==> config.mk <==
export PLATFORM = sky130hd
export DESIGN_NAME = greedy_word_wrap
export DESIGN_NICKNAME = d
export VERILOG_FILES = /design/src/sv/gww_pkg.sv /design/src/sv/gww_ctrl.sv /design/src/sv/gww_datapath.sv /design/src/sv/greedy_word_wrap.sv
export SDC_FILE = /design/constraint.sdc
export NUM_CORES = 1
export LEC_CHECK = 0
export CAP_MARGIN = 10
export CORE_MARGIN = 2
export CORE_UTILIZATION = 45
export CTS_CLUSTER_SIZE = 16
export DETAILED_ROUTE_END_ITERATION = 8
export DONT_BUFFER_PORTS = 1
export PLACE_DENSITY_LB_ADDON = 0.08
export SLEW_MARGIN = 20
export SYNTH_ARGS = -nofsm -noshare
export SYNTH_HDL_FRONTEND = slang
export SYNTH_SLANG_ARGS = --single-unit
==> constraint.sdc <==
create_clock -name clk -period 7.6 [get_ports clk]
set_input_delay 0 -clock clk [delete_from_list [all_inputs] [get_ports clk]]
set_output_delay 0 -clock clk [all_outputs]
set_load 0.01 [all_outputs]
==> src/sv/gww_pkg.sv <==
// Shared types and constants for the greedy word wrap block.
// Used by gww_ctrl, gww_datapath and greedy_word_wrap; depends on nothing.
package gww_pkg;

    localparam int MAX_WIDTH   = 61;
    localparam int STORE_DEPTH = MAX_WIDTH + 1;
    localparam int LEN_W       = $clog2(STORE_DEPTH + 1);
    localparam int IDX_W       = $clog2(STORE_DEPTH);

    localparam logic [LEN_W-1:0] WIDTH_MAX   = LEN_W'(MAX_WIDTH);
    localparam logic [LEN_W-1:0] WIDTH_RESET = LEN_W'(40);

    localparam logic [7:0] CH_NL    = 8'h0A;
    localparam logic [7:0] CH_SPACE = 8'h20;

    // Emission stages, in the order in which one item emits them.
    typedef enum logic [2:0] {
        ST_IDLE,
        ST_NL1,
        ST_WORD,
        ST_CHAR,
        ST_SPACE,
        ST_TAIL,
        ST_STATUS
    } state_t;

    typedef enum logic [2:0] {
        SEL_NONE,
        SEL_NL,
        SEL_WORD,
        SEL_CHAR,
        SEL_SPACE
    } sel_t;

    // What one accepted item emits.
    typedef struct packed {
        logic       nl_first;   // leading newline
        logic       word;       // buffered word bytes
        logic       in_char;    // the input byte itself
        logic       space;      // separating space
        logic [1:0] tail_nl;    // trailing newlines
    } plan_t;

    typedef struct packed {
        logic accept;
        logic load;
        sel_t sel;
        logic last;
        logic idx_adv;
    } ctrl_cmd_t;

    typedef struct packed {
        plan_t plan;
        logic  word_last;
        logic  can_load;
    } dp_status_t;

    // Next emission stage after stage 'from'; ST_IDLE when nothing is left.
    function automatic state_t stage_after(input state_t from, input plan_t p);
        state_t nxt;
        nxt = ST_IDLE;
        if (from == ST_IDLE && p.nl_first) begin
            nxt = ST_NL1;
        end else if ((from inside {ST_IDLE, ST_NL1}) && p.word) begin
            nxt = ST_WORD;
        end else if ((from inside {ST_IDLE, ST_NL1, ST_WORD}) && p.in_char) begin
            nxt = ST_CHAR;
        end else if ((from inside {ST_IDLE, ST_NL1, ST_WORD, ST_CHAR}) && p.space) begin
            nxt = ST_SPACE;
        end else if ((from inside {ST_IDLE, ST_NL1, ST_WORD, ST_CHAR, ST_SPACE})
                     && (p.tail_nl != 2'd0)) begin
            nxt = ST_TAIL;
        end
        return nxt;
    endfunction

endpackage

==> src/sv/gww_ctrl.sv <==
// Controller state machine: steps through the emission stages of one item.
// Depends on gww_pkg; drives commands into gww_datapath.
module gww_ctrl
    import gww_pkg::*;
(
    input  logic       clk,
    input  logic       rst_n,
    input  logic       in_valid,
    output logic       in_stall,
    input  dp_status_t status,
    output ctrl_cmd_t  cmd
);

    state_t     state_reg, state_next;
    plan_t      plan_reg, plan_next;
    logic [1:0] tail_left_reg, tail_left_next;
    state_t     after_cur;
    logic       emitting;

    assign emitting  = (state_reg != ST_IDLE);
    assign after_cur = stage_after(state_reg, plan_reg);

    // Next state
    always_comb
    begin
        state_next     = state_reg;
        plan_next      = plan_reg;
        tail_left_next = tail_left_reg;
        case (state_reg)
            ST_IDLE:
            begin
                if (in_valid) begin
                    plan_next      = status.plan;
                    tail_left_next = status.plan.tail_nl;
                    state_next     = stage_after(ST_IDLE, status.plan);
                    if (state_next == ST_IDLE) begin
                        state_next = ST_STATUS;
                    end
                end
            end
            ST_WORD:
            begin
                if (status.can_load && status.word_last) begin
                    state_next = after_cur;
                end
            end
            ST_TAIL:
            begin
                if (status.can_load) begin
                    tail_left_next = tail_left_reg - 2'd1;
                    if (tail_left_reg == 2'd1) begin
                        state_next = ST_IDLE;
                    end
                end
            end
            ST_STATUS:
            begin
                if (status.can_load) begin
                    state_next = ST_IDLE;
                end
            end
            ST_NL1, ST_CHAR, ST_SPACE:
            begin
                if (status.can_load) begin
                    state_next = after_cur;
                end
            end
            default:
            begin
                state_next = ST_IDLE;
            end
        endcase
    end

    // Outputs
    always_comb
    begin
        cmd          = '0;
        cmd.sel      = SEL_NONE;
        in_stall     = emitting;
        cmd.accept   = (state_reg == ST_IDLE) && in_valid;
        cmd.load     = emitting && status.can_load;
        case (state_reg)
            ST_NL1:
            begin
                cmd.sel  = SEL_NL;
                cmd.last = (after_cur == ST_IDLE);
            end
            ST_WORD:
            begin
                cmd.sel     = SEL_WORD;
                cmd.last    = status.word_last && (after_cur == ST_IDLE);
                cmd.idx_adv = status.can_load && !status.word_last;
            end
            ST_CHAR:
            begin
                cmd.sel  = SEL_CHAR;
                cmd.last = (after_cur == ST_IDLE);
            end
            ST_SPACE:
            begin
                cmd.sel  = SEL_SPACE;
                cmd.last = (after_cur == ST_IDLE);
            end
            ST_TAIL:
            begin
                cmd.sel  = SEL_NL;
                cmd.last = (tail_left_reg == 2'd1);
            end
            ST_STATUS:
            begin
                cmd.sel  = SEL_NONE;
                cmd.last = 1'b1;
            end
            default:
            begin
                cmd.sel = SEL_NONE;
            end
        endcase
    end

    always_ff @(posedge clk or negedge rst_n)
    begin
        if (!rst_n) begin
            state_reg     <= ST_IDLE;
            plan_reg      <= '0;
            tail_left_reg <= 2'd0;
        end else begin
            state_reg     <= state_next;
            plan_reg      <= plan_next;
            tail_left_reg <= tail_left_next;
        end
    end

endmodule

==> src/sv/gww_datapath.sv <==
// Datapath: text state, word store, emission plan and output register.
// Depends on gww_pkg; commanded by gww_ctrl.
module gww_datapath
    import gww_pkg::*;
(
    input  logic             clk,
    input  logic             rst_n,
    input  logic             cfg_write,
    input  logic [LEN_W-1:0] cfg_data,
    input  logic [7:0]       in_byte,
    input  logic             end_of_text,
    input  ctrl_cmd_t        cmd,
    output dp_status_t       status,
    output logic             out_valid,
    input  logic             out_stall,
    output logic [7:0]       out_byte,
    output logic             byte_valid,
    output logic             last_of_run,
    output logic             too_long_seen
);

    // Configuration and text state
    logic [LEN_W-1:0] line_width_reg;
    logic [LEN_W-1:0] word_len_reg, word_len_next;
    logic             streaming_reg, streaming_next;
    logic [LEN_W-1:0] line_used_reg, line_used_next;
    logic             break_reg, break_next;
    logic             last_nl_reg, last_nl_next;
    logic             lfo_reg, lfo_next;
    logic             err_reg, err_next;
    logic             flushed_reg, flushed_next;

    // Per-item holding registers and word store
    logic [LEN_W-1:0] emit_len_reg;
    logic [7:0]       char_hold_reg;
    logic [IDX_W-1:0] idx_reg;
    logic [IDX_W-1:0] rd_addr;
    logic [7:0]       rd_data_reg;
    logic [7:0]       word_store [STORE_DEPTH];
    logic             store_we;

    // Output register
    logic             out_valid_reg;
    logic [7:0]       out_byte_reg;
    logic             byte_valid_reg;
    logic             last_reg;
    logic             err_out_reg;
    logic [7:0]       out_byte_mux;

    // Flush arithmetic
    logic [LEN_W-1:0] w;
    logic [LEN_W-1:0] w_plus1;
    logic [LEN_W:0]   sum;
    logic             over;
    logic [LEN_W-1:0] lu_word;
    logic             f_space;
    logic [LEN_W-1:0] lu_flush;
    logic             is_ws;
    logic             is_nl;
    logic             para;
    plan_t            plan;

    assign w = (line_width_reg == '0) ? LEN_W'(1) :
               ((line_width_reg > WIDTH_MAX) ? WIDTH_MAX : line_width_reg);
    assign w_plus1  = w + LEN_W'(1);
    assign sum      = {1'b0, line_used_reg} + {1'b0, word_len_reg};
    assign over     = streaming_reg || (word_len_reg > w);
    assign lu_word  = over ? w_plus1 :
                      ((sum <= {1'b0, w}) ? sum[LEN_W-1:0] : word_len_reg);
    assign f_space  = !over && (word_len_reg != '0) && (lu_word < w);
    assign lu_flush = lu_word + {{(LEN_W-1){1'b0}}, f_space};
    assign is_ws    = in_byte inside {[8'd9:8'd13], 8'd32};
    assign is_nl    = (in_byte == CH_NL);
    assign para     = is_nl && last_nl_reg;

    // Plan and next text state for the item on the input
    always_comb
    begin
        plan           = '0;
        store_we       = 1'b0;
        word_len_next  = word_len_reg;
        streaming_next = streaming_reg;
        line_used_next = line_used_reg;
        break_next     = break_reg;
        last_nl_next   = last_nl_reg;
        lfo_next       = lfo_reg;
        err_next       = err_reg;
        flushed_next   = flushed_reg;
        if (end_of_text) begin
            if (flushed_reg || (word_len_reg != '0) || streaming_reg) begin
                plan.nl_first = over ? !streaming_reg : (sum > {1'b0, w});
                plan.word     = !streaming_reg && (word_len_reg != '0);
                plan.space    = f_space;
                plan.tail_nl  = over ? 2'd0 : 2'd1;
                err_next      = err_reg || over;
            end
            // Back to the start of a new text
            word_len_next  = '0;
            streaming_next = 1'b0;
            line_used_next = '0;
            break_next     = 1'b0;
            last_nl_next   = 1'b0;
            lfo_next       = 1'b0;
            flushed_next   = 1'b0;
        end else if (is_ws) begin
            plan.nl_first  = over ? !streaming_reg : (sum > {1'b0, w});
            plan.word      = !streaming_reg && (word_len_reg != '0);
            plan.space     = f_space;
            plan.tail_nl   = (para && !break_reg) ? 2'd2 : 2'd0;
            err_next       = err_reg || over;
            lfo_next       = over;
            word_len_next  = '0;
            streaming_next = 1'b0;
            flushed_next   = 1'b1;
            line_used_next = para ? '0 : lu_flush;
            break_next     = break_reg || para;
            last_nl_next   = last_nl_reg || is_nl;
        end else begin
            if (streaming_reg) begin
                plan.in_char = 1'b1;
            end else if (word_len_reg < w) begin
                store_we      = 1'b1;
                word_len_next = word_len_reg + LEN_W'(1);
            end else begin
                // Word outgrows the line: spill it and stream the rest
                plan.nl_first  = 1'b1;
                plan.word      = (word_len_reg != '0);
                plan.in_char   = 1'b1;
                streaming_next = 1'b1;
                err_next       = 1'b1;
            end
            last_nl_next = 1'b0;
            break_next   = 1'b0;
        end
    end

    always_ff @(posedge clk or negedge rst_n)
    begin
        if (!rst_n) begin
            line_width_reg <= WIDTH_RESET;
            word_len_reg   <= '0;
            streaming_reg  <= 1'b0;
            line_used_reg  <= '0;
            break_reg      <= 1'b0;
            last_nl_reg    <= 1'b0;
            lfo_reg        <= 1'b0;
            err_reg        <= 1'b0;
            flushed_reg    <= 1'b0;
        end else begin
            if (cfg_write) begin
                line_width_reg <= cfg_data;
            end
            if (cmd.accept) begin
                word_len_reg  <= word_len_next;
                streaming_reg <= streaming_next;
                line_used_reg <= line_used_next;
                break_reg     <= break_next;
                last_nl_reg   <= last_nl_next;
                lfo_reg       <= lfo_next;
                err_reg       <= err_next;
                flushed_reg   <= flushed_next;
            end
        end
    end

    // Word read pointer; read address runs one step ahead of idx_reg
    always_comb
    begin
        if (cmd.accept) begin
            rd_addr = '0;
        end else if (cmd.idx_adv) begin
            rd_addr = idx_reg + IDX_W'(1);
        end else begin
            rd_addr = idx_reg;
        end
    end

    always_ff @(posedge clk or negedge rst_n)
    begin
        if (!rst_n) begin
            idx_reg <= '0;
        end else begin
            idx_reg <= rd_addr;
        end
    end

    always_ff @(posedge clk)
    begin
        if (cmd.accept) begin
            emit_len_reg  <= word_len_reg;
            char_hold_reg <= in_byte;
        end
    end

    always_ff @(posedge clk)
    begin
        if (cmd.accept && store_we) begin
            word_store[word_len_reg[IDX_W-1:0]] <= in_byte;
        end
        rd_data_reg <= word_store[rd_addr];
    end

    // Output register
    always_comb
    begin
        case (cmd.sel)
            SEL_NL:    out_byte_mux = CH_NL;
            SEL_WORD:  out_byte_mux = rd_data_reg;
            SEL_CHAR:  out_byte_mux = char_hold_reg;
            SEL_SPACE: out_byte_mux = CH_SPACE;
            default:   out_byte_mux = 8'd0;
        endcase
    end

    always_ff @(posedge clk or negedge rst_n)
    begin
        if (!rst_n) begin
            out_valid_reg <= 1'b0;
        end else if (cmd.load) begin
            out_valid_reg <= 1'b1;
        end else if (!out_stall) begin
            out_valid_reg <= 1'b0;
        end
    end

    always_ff @(posedge clk)
    begin
        if (cmd.load) begin
            out_byte_reg   <= out_byte_mux;
            byte_valid_reg <= (cmd.sel != SEL_NONE);
            last_reg       <= cmd.last;
            err_out_reg    <= err_reg;
        end
    end

    assign status.plan      = plan;
    assign status.word_last = ((idx_reg + IDX_W'(1)) == emit_len_reg[IDX_W-1:0]);
    assign status.can_load  = !out_valid_reg || !out_stall;

    assign out_valid     = out_valid_reg;
    assign out_byte      = out_byte_reg;
    assign byte_valid    = byte_valid_reg;
    assign last_of_run   = last_reg;
    assign too_long_seen = err_out_reg;

endmodule

==> src/sv/greedy_word_wrap.sv <==
// Top level of the greedy word wrap block.
// Depends on gww_pkg; instantiates gww_ctrl and gww_datapath.
//
// Usage:
//   Input channel (in_valid / in_stall) carries one text byte per transfer,
//   or an end marker (end_of_text = 1) that flushes the last word, closes
//   the text with a newline (not after an oversize word), starts anew.
//   Output channel (out_valid / out_stall) carries the result transfers of
//   each item, one byte per transfer; last_of_run marks the final one. An
//   item that emits no text gives a single transfer with byte_valid = 0.
//   too_long_seen is the sticky oversize-word flag, as of the current item.
//   cfg_write / cfg_data set the line width (1..61, 0 acts as 1, above 61
//   acts as 61); write it only while the block is idle.
// Timing:
//   An item is taken when idle, then its results leave one per cycle
//   as long as the receiver does not stall. A word flush reads the word
//   store one byte a cycle, which sets the rate. in_stall stays high
//   while results are emitted.
// Reset: asynchronous, active low; line width returns to 40, text state and
//   the sticky flag clear. The word store needs no clearing.
// A stalled receiver holds the output register and freezes emission.
module greedy_word_wrap
    import gww_pkg::*;
(
    input  logic             clk,
    input  logic             rst_n,
    input  logic             cfg_write,
    input  logic [LEN_W-1:0] cfg_data,
    input  logic             in_valid,
    output logic             in_stall,
    input  logic [7:0]       in_byte,
    input  logic             end_of_text,
    output logic             out_valid,
    input  logic             out_stall,
    output logic [7:0]       out_byte,
    output logic             byte_valid,
    output logic             last_of_run,
    output logic             too_long_seen
);

    ctrl_cmd_t  cmd;
    dp_status_t status;

    // Sequencer: one emission stage at a time
    gww_ctrl u_ctrl (
        .clk      (clk),
        .rst_n    (rst_n),
        .in_valid (in_valid),
        .in_stall (in_stall),
        .status   (status),
        .cmd      (cmd)
    );

    // Text state, word store and output register
    gww_datapath u_datapath (
        .clk           (clk),
        .rst_n         (rst_n),
        .cfg_write     (cfg_write),
        .cfg_data      (cfg_data),
        .in_byte       (in_byte),
        .end_of_text   (end_of_text),
        .cmd           (cmd),
        .status        (status),
        .out_valid     (out_valid),
        .out_stall     (out_stall),
        .out_byte      (out_byte),
        .byte_valid    (byte_valid),
        .last_of_run   (last_of_run),
        .too_long_seen (too_long_seen)
    );

endmodule
---- Word level (Yosys, flattened, before mapping) ----
Memories as Yosys holds them, arrays and structs flattened. A register that Yosys moved wholly into a read port is not among the register bits.
Cells that the tools add are included.
storage, ports and cells
  register bits ........................... 66
  bits in latches ......................... 0
  RAM bits ................................ 496
  ROM bits ................................ 0
  output and inout bits ................... 13
  memories kept ........................... 1
memory list
  name                   words  width  read ports  clocked after Yosys merged registers in  write ports  line                text
  u_datapath.word_store  62     8      1           1                                        1            gww_datapath.sv:39  logic [7:0] word_store [STORE_DEPTH];
operators by class
  add/subtract/negate cells ............... 6
  multipliers ............................. 0
  divide/modulo/power cells ............... 0
  $lt $le $gt $ge ......................... 8
  equality and inequality tests ........... 24
  shift operators ......................... 0
  muxes and demuxes ....................... 77
  bitwise operators ....................... 0
  reduce and logical (&&, ||, !) cells .... 55
operator list
  kind                 count
  $mux 6               13
  $mux 3               23
  $pmux 8 s4           1
  $mux 1               29
  $add 6x1->6 const B  3
  $logic_and 1x1->1    17
  $pmux 3 s5           1
  $mux 2               7
  $eq 3x2->1 const B   4
  $eq 3x3->1 const B   4
  $lt 6x6->1           2
  $ne 2x1->1 const B   6
  $pmux 3 s4           1
  $reduce_bool 2->1    6
  $reduce_bool 3->1    4
  $logic_not 3->1      3
  $eq 8x4->1 const B   1
  $eq 8x6->1 const B   1
  $ge 8x4->1 const B   1
  $le 8x4->1 const B   1
  $add 6x6->7          1
  $gt 7x6->1           1
  $le 7x6->1           1
  $logic_or 1x1->1     7
  other kinds (23)     32

---- Logic depth before layout (Yosys ltp) ----
  depth after elaboration ................. 22
  depth in mapped cells ................... 29
  gate-level depth less buffers ........... 28

---- Cells and area by module ----
From an unflattened synthesis, not the netlist that was laid out.
second synthesis, totals
  cell total of the unflattened synthesis .. 1,756
  area total of the unflattened synthesis .. 24,516.0 um2
modules (own cells, without submodules)
  module        instances  cells each  area an instance (um2)
  gww_datapath  1          1,663       23,702.7
  gww_ctrl      1          93          813.3

---- Least setup slack after synthesis ----
No wires, ideal clock.
  kind .................................... register to register
  start ................................... reg u_datapath.word_len_reg[1]
  end ..................................... reg u_datapath.line_used_reg[5]
  library setup time ...................... 0.121 ns
  arrival ................................. 5.734 ns
  path slack .............................. 1.746 ns
  stages on the path, launching flop included .. 29
  path through ............................ dfrtp_1 -> ha_1 -> a21o_1 -> a21oi_1 -> o21bai_1 -> a21oi_1 -> xnor2_1 -> ha_1 -> and2_1 -> o2111a_1 -> nor2_1 -> a211oi_2 -> a211oi_2 -> or2_1 -> buf_6 -> nand2_1 -> a31oi_1 -> ha_1 -> o21a_1 -> and3_1 -> a2111o_1 -> maj3_2 -> a211oi_2 -> ha_1 -> inv_1 -> a211oi_1 -> nand4_1 -> xnor2_1 -> a22o_1
on the way
  longest elaborated chain between the ends .. 10
  elaborated cells on any way between the ends .. 15
  those cells by class .................... 2 x add/sub; 3 x order compare; 5 x mux; 5 x reduce/logical
ends and longest elaborated chain
  item                      line                 text
  start: declaration        gww_datapath.sv:24   logic [LEN_W-1:0] word_len_reg, word_len_next;
  start signal: assignment  gww_datapath.sv:154  word_len_reg <= word_len_next;
  $add 6x6->7               gww_datapath.sv:66   assign sum = {1'b0, line_used_reg} + {1'b0, word_len_reg};
  $le 7x6->1                gww_datapath.sv:69   ((sum <= {1'b0, w}) ? sum[LEN_W-1:0] : word_len_reg);
  $mux 6                    gww_datapath.sv:69
  $mux 6                    gww_datapath.sv:68   assign lu_word = over ? w_plus1 :
  $lt 6x6->1                gww_datapath.sv:70   assign f_space = !over && (word_len_reg != '0) && (lu_word < w);
  $logic_and 1x1->1         gww_datapath.sv:70
  $add 6x1->6 *             gww_datapath.sv:71   assign lu_flush = lu_word + {{(LEN_W-1){1'b0}}, f_space};
  $mux 6 *                  gww_datapath.sv:115  line_used_next = para ? '0 : lu_flush;
  $mux 6 *                  gww_datapath.sv:105  end else if (is_ws) begin
  $mux 6 *                  gww_datapath.sv:89   if (end_of_text) begin
  end signal: assignment    gww_datapath.sv:156  line_used_reg <= line_used_next;
  end: declaration          gww_datapath.sv:26   logic [LEN_W-1:0] line_used_reg, line_used_next;
Mark *: on every way between the ends. The rest lies on a longest branch, timed or not. The select of a mux whose other input is x is not followed.
A chain may end at the register's enable or synchronous reset.

---- Final worst setup path ----
  start ................................... reg u_datapath.word_len_reg[2]
  end ..................................... reg u_datapath.line_used_reg[5]
Same word-level chain as after synthesis.

==> flow_summary.json <==
{
  "status": "finished clean",
  "clock-root-buffer": "clkbuf_16",
  "tns_ps": 0,
  "rsz0062_at_grt": "false",
  "min-delay-path-class": "in -> reg",
  "nets": 1995,
  "fin_crit_ps": 6753,
  "port-buffer-count": 0,
  "yosysUniqueCellTypes": 71,
  "cts_setup_buffers": 0,
  "synth_seq_cells": 569,
  "maxSlewHeadroom_pct": 29.27,
  "syn-num-nets": 1994,
  "vias_per_cell": 5.748,
  "synthCells": 1949,
  "fin_skew_ps": 24.77,
  "postSynth.asyncResetShare_pct": 7.030,
  "critPathKind": "reg -> reg",
  "startpoint_type": "flip-flop",
  "synth_common_cells": "521 x edfxtp_1, 463 x nand2_1, 117 x nor2_1",
  "peakVddDrop_mv": 0.2901,
  "grt_pass1_wl_mm": 97.32,
  "die_h_um": 237.0,
  "synth_area_um2": 24440,
  "largest_reg_flops": 496,
  "grt_pass1_vias": 15140,
  "rows": 85,
  "die_width_um": 237.0,
  "die-area_um2": 56190,
  "synthesis.area_per_instance_um2": 12.54,
  "final_max_slew_viol_count": 0,
  "cts_tree": "done",
  "h-tree-depth": 2,
  "wire_per_inst_um": 23.98,
  "layout-drive-gt1-share_pct": 7.311,
  "fmax_mhz": 148.1,
  "seq_area_um2": 16810,
  "vias": 15530,
  "cts.sinks": 569,
  "post_cts_resized": 0,
  "grtUsageTotal_pct": 23.34,
  "insertion_delay_ps": 630,
  "tightestPinTransition_ps": 1061,
  "synth.most_common_cell": "edfxtp_1",
  "path_clk_slew_ps": 60,
  "io_pins": 33,
  "fillers": 4624,
  "cp_max_fo": 14,
  "fin_crit_sh_pct": 88.85,
  "endpoint_kind": "flip-flop",
  "wirelength_mm": 64.76,
  "ys_seq_area_share_pct": 68.78,
  "finalHoldViolations": 0,
  "fin_ws_ps": 847.4,
  "antenna_found_initial": 5,
  "setup_violations": 0,
  "drt-initial-drc-count": 1177,
  "grt_overflow": 0,
  "maxCapViolCount": 0,
  "cts_buffers": 59,
  "synth-edff-count": 521,
  "synth_top_area_share_pct": 64.02,
  "drc": 0,
  "first_pass_iters": 5,
  "synthFlopType": "edfxtp_1",
  "cts_hold_buf": 31,
  "crit_arrival_ps": 7250,
  "leakagePower_uw": 0.009328,
  "crit_required_ps": 8100,
  "ant_nets": 0,
  "syn2layout_area_growth_pct": 12.13,
  "ys_top_cells_by_area": "edfxtp_1 64%, nand2_1 7.1%, dfrtp_1 3.9%, nand3_1 2.0%, nor2_1 1.8%",
  "synth_warnings": 0,
  "hpwl_mm": 36.55,
  "core_um2": 53710,
  "max-clock-path-buffers": 3,
  "initial_core_util_pct": 45.50,
  "synth_area_leader_cell": "edfxtp_1",
  "power.density_nw_per_um2": 358.3,
  "multiInputGateArea_um2": 7106,
  "gp_congestion": 0.8512,
  "dp_slack_ps": 914.6,
  "grt_max_degree": 153
}
-- report_power, final --
group	leakage, uW	switching, uW	internal [uW]
logic	0.00311	2270	1070
clock network	0.000924	1190	1600
registers	0.00529	114	3570
total	0.00933	3580	6240
-- worst max-delay path, stage by stage (launching register included) --
cell and delay (ps):
dfrtp_1 360, buf_4 190, ha_1 350, a21oi_1 250, o21bai_1 120, a21oi_1 190
xnor2_1 170, ha_1 290, and2_1 150, o2111a_1 100, nor2_1 170, a211oi_2 70
a211oi_2 560, or2_1 340, nand2_1 90, a31oi_1 370, ha_1 310, o21a_1 210
and3_1 190, a2111o_1 430, maj3_2 330, a211oi_2 360, ha_1 250, inv_1 50
a211oi_1 230, nand4_1 160, xnor2_1 160, a22o_1 190
-- routing by layer --
metal | vias to the layer above | global-route usage, % | part of all wire (%) | wire length, um
li1 | 7242 | - | - | -
met1 | 7717 | 33.17 | 45 | 29090
met2 | 449 | 35.86 | 45 | 29310
met3 | 114 | 4.640 | 6.5 | 4198
met4 | 4 | 8.285 | 3.3 | 2140
met5 | - | 0 | 0.042 | 27
-- layout make-up --
| cell class | count | share of cell area [%] |
|---|---|---|
| antenna | 8 | 0.07306 |
| clock buffer | 83 | 6.123 |
| clock inverter | 25 | 0.7032 |
| inverter | 23 | 0.3425 |
| multi-input combinational | 1247 | 25.93 |
| sequential | 569 | 61.34 |
| tap | 696 | 3.178 |
| timing repair buffer | 50 | 2.310 |
-- cell families (layout without fill, tap and decap cells) --
kind of cell             Yosys count  count (layout)  synth area share [%]
other                              0               8                     0
multiplexers                      47              47                 1.997
XOR/XNOR                          23              23                0.8243
flip-flops                       569             569                 68.78
buffers and inverters            133             181                 2.309
adder cells (fa/ha/maj)           26              26                 1.357
AND/OR/NAND/NOR                  825             825                 14.83
AO/OA/AOI/OAI                    326             326                 9.907
-- metrics by stage --
| step | total power [uW] | instances | utilization (%) | hold slack (ps) | area [um^2] |
|---|---|---|---|---|---|
| 4_1_cts | 9911 | 2693 | 50.98 | 2.796 | 27380 |
| 6_report | 9819 | 2701 | 51.02 | 42.73 | 27400 |
| 2_1_floorplan | 6021 | 1949 | - | -295.6 | 24440 |
| 3_5_place_dp | 7023 | 2554 | 46.61 | -294.0 | 25030 |
| 3_3_place_gp | 7006 | 2554 | 46.60 | -294.4 | 25030 |
| 5_1_grt | 10350 | 2694 | 50.99 | 65.01 | 27390 |
-- worst paths after layout --
check | start | endpoint | slack [ps] | cells after the start
worst max-delay path | u_datapath.word_len_reg[2] | u_datapath.line_used_reg[5] | 850 | 27
worst min-delay path | in_byte[2] | u_ctrl.tail_left_reg[1] | 40 | 6
worst max register to register | u_datapath.word_len_reg[2] | u_datapath.line_used_reg[5] | 850 | 27
worst min register to register | u_datapath.err_reg | u_datapath.too_long_seen | 460 | 0
max in group asynchronous | rst_n | u_datapath.line_used_reg[4] | 6810 | 4
min in group asynchronous | rst_n | u_datapath.line_used_reg[5] | 560 | 4
-- layout by cell type, fill, tap and decap left out, types with 25 or more instances in the layout --
master | synthesis | final
nor2_1 | 117 | 115
a21oi_1 | 28 | 28
o211ai_1 | 25 | 25
and2_0 | 27 | 27
o21ai_0 | 46 | 46
dfrtp_1 | 38 | 38
nand3b_1 | 25 | 25
a211oi_1 | 57 | 57
edfxtp_1 | 521 | 521
clkbuf_16 | 0 | 60
a31oi_1 | 31 | 31
mux2i_1 | 42 | 42
nand2_1 | 463 | 463
nand3_1 | 97 | 97
Note: power is estimated with default switching activity, not from simulation.
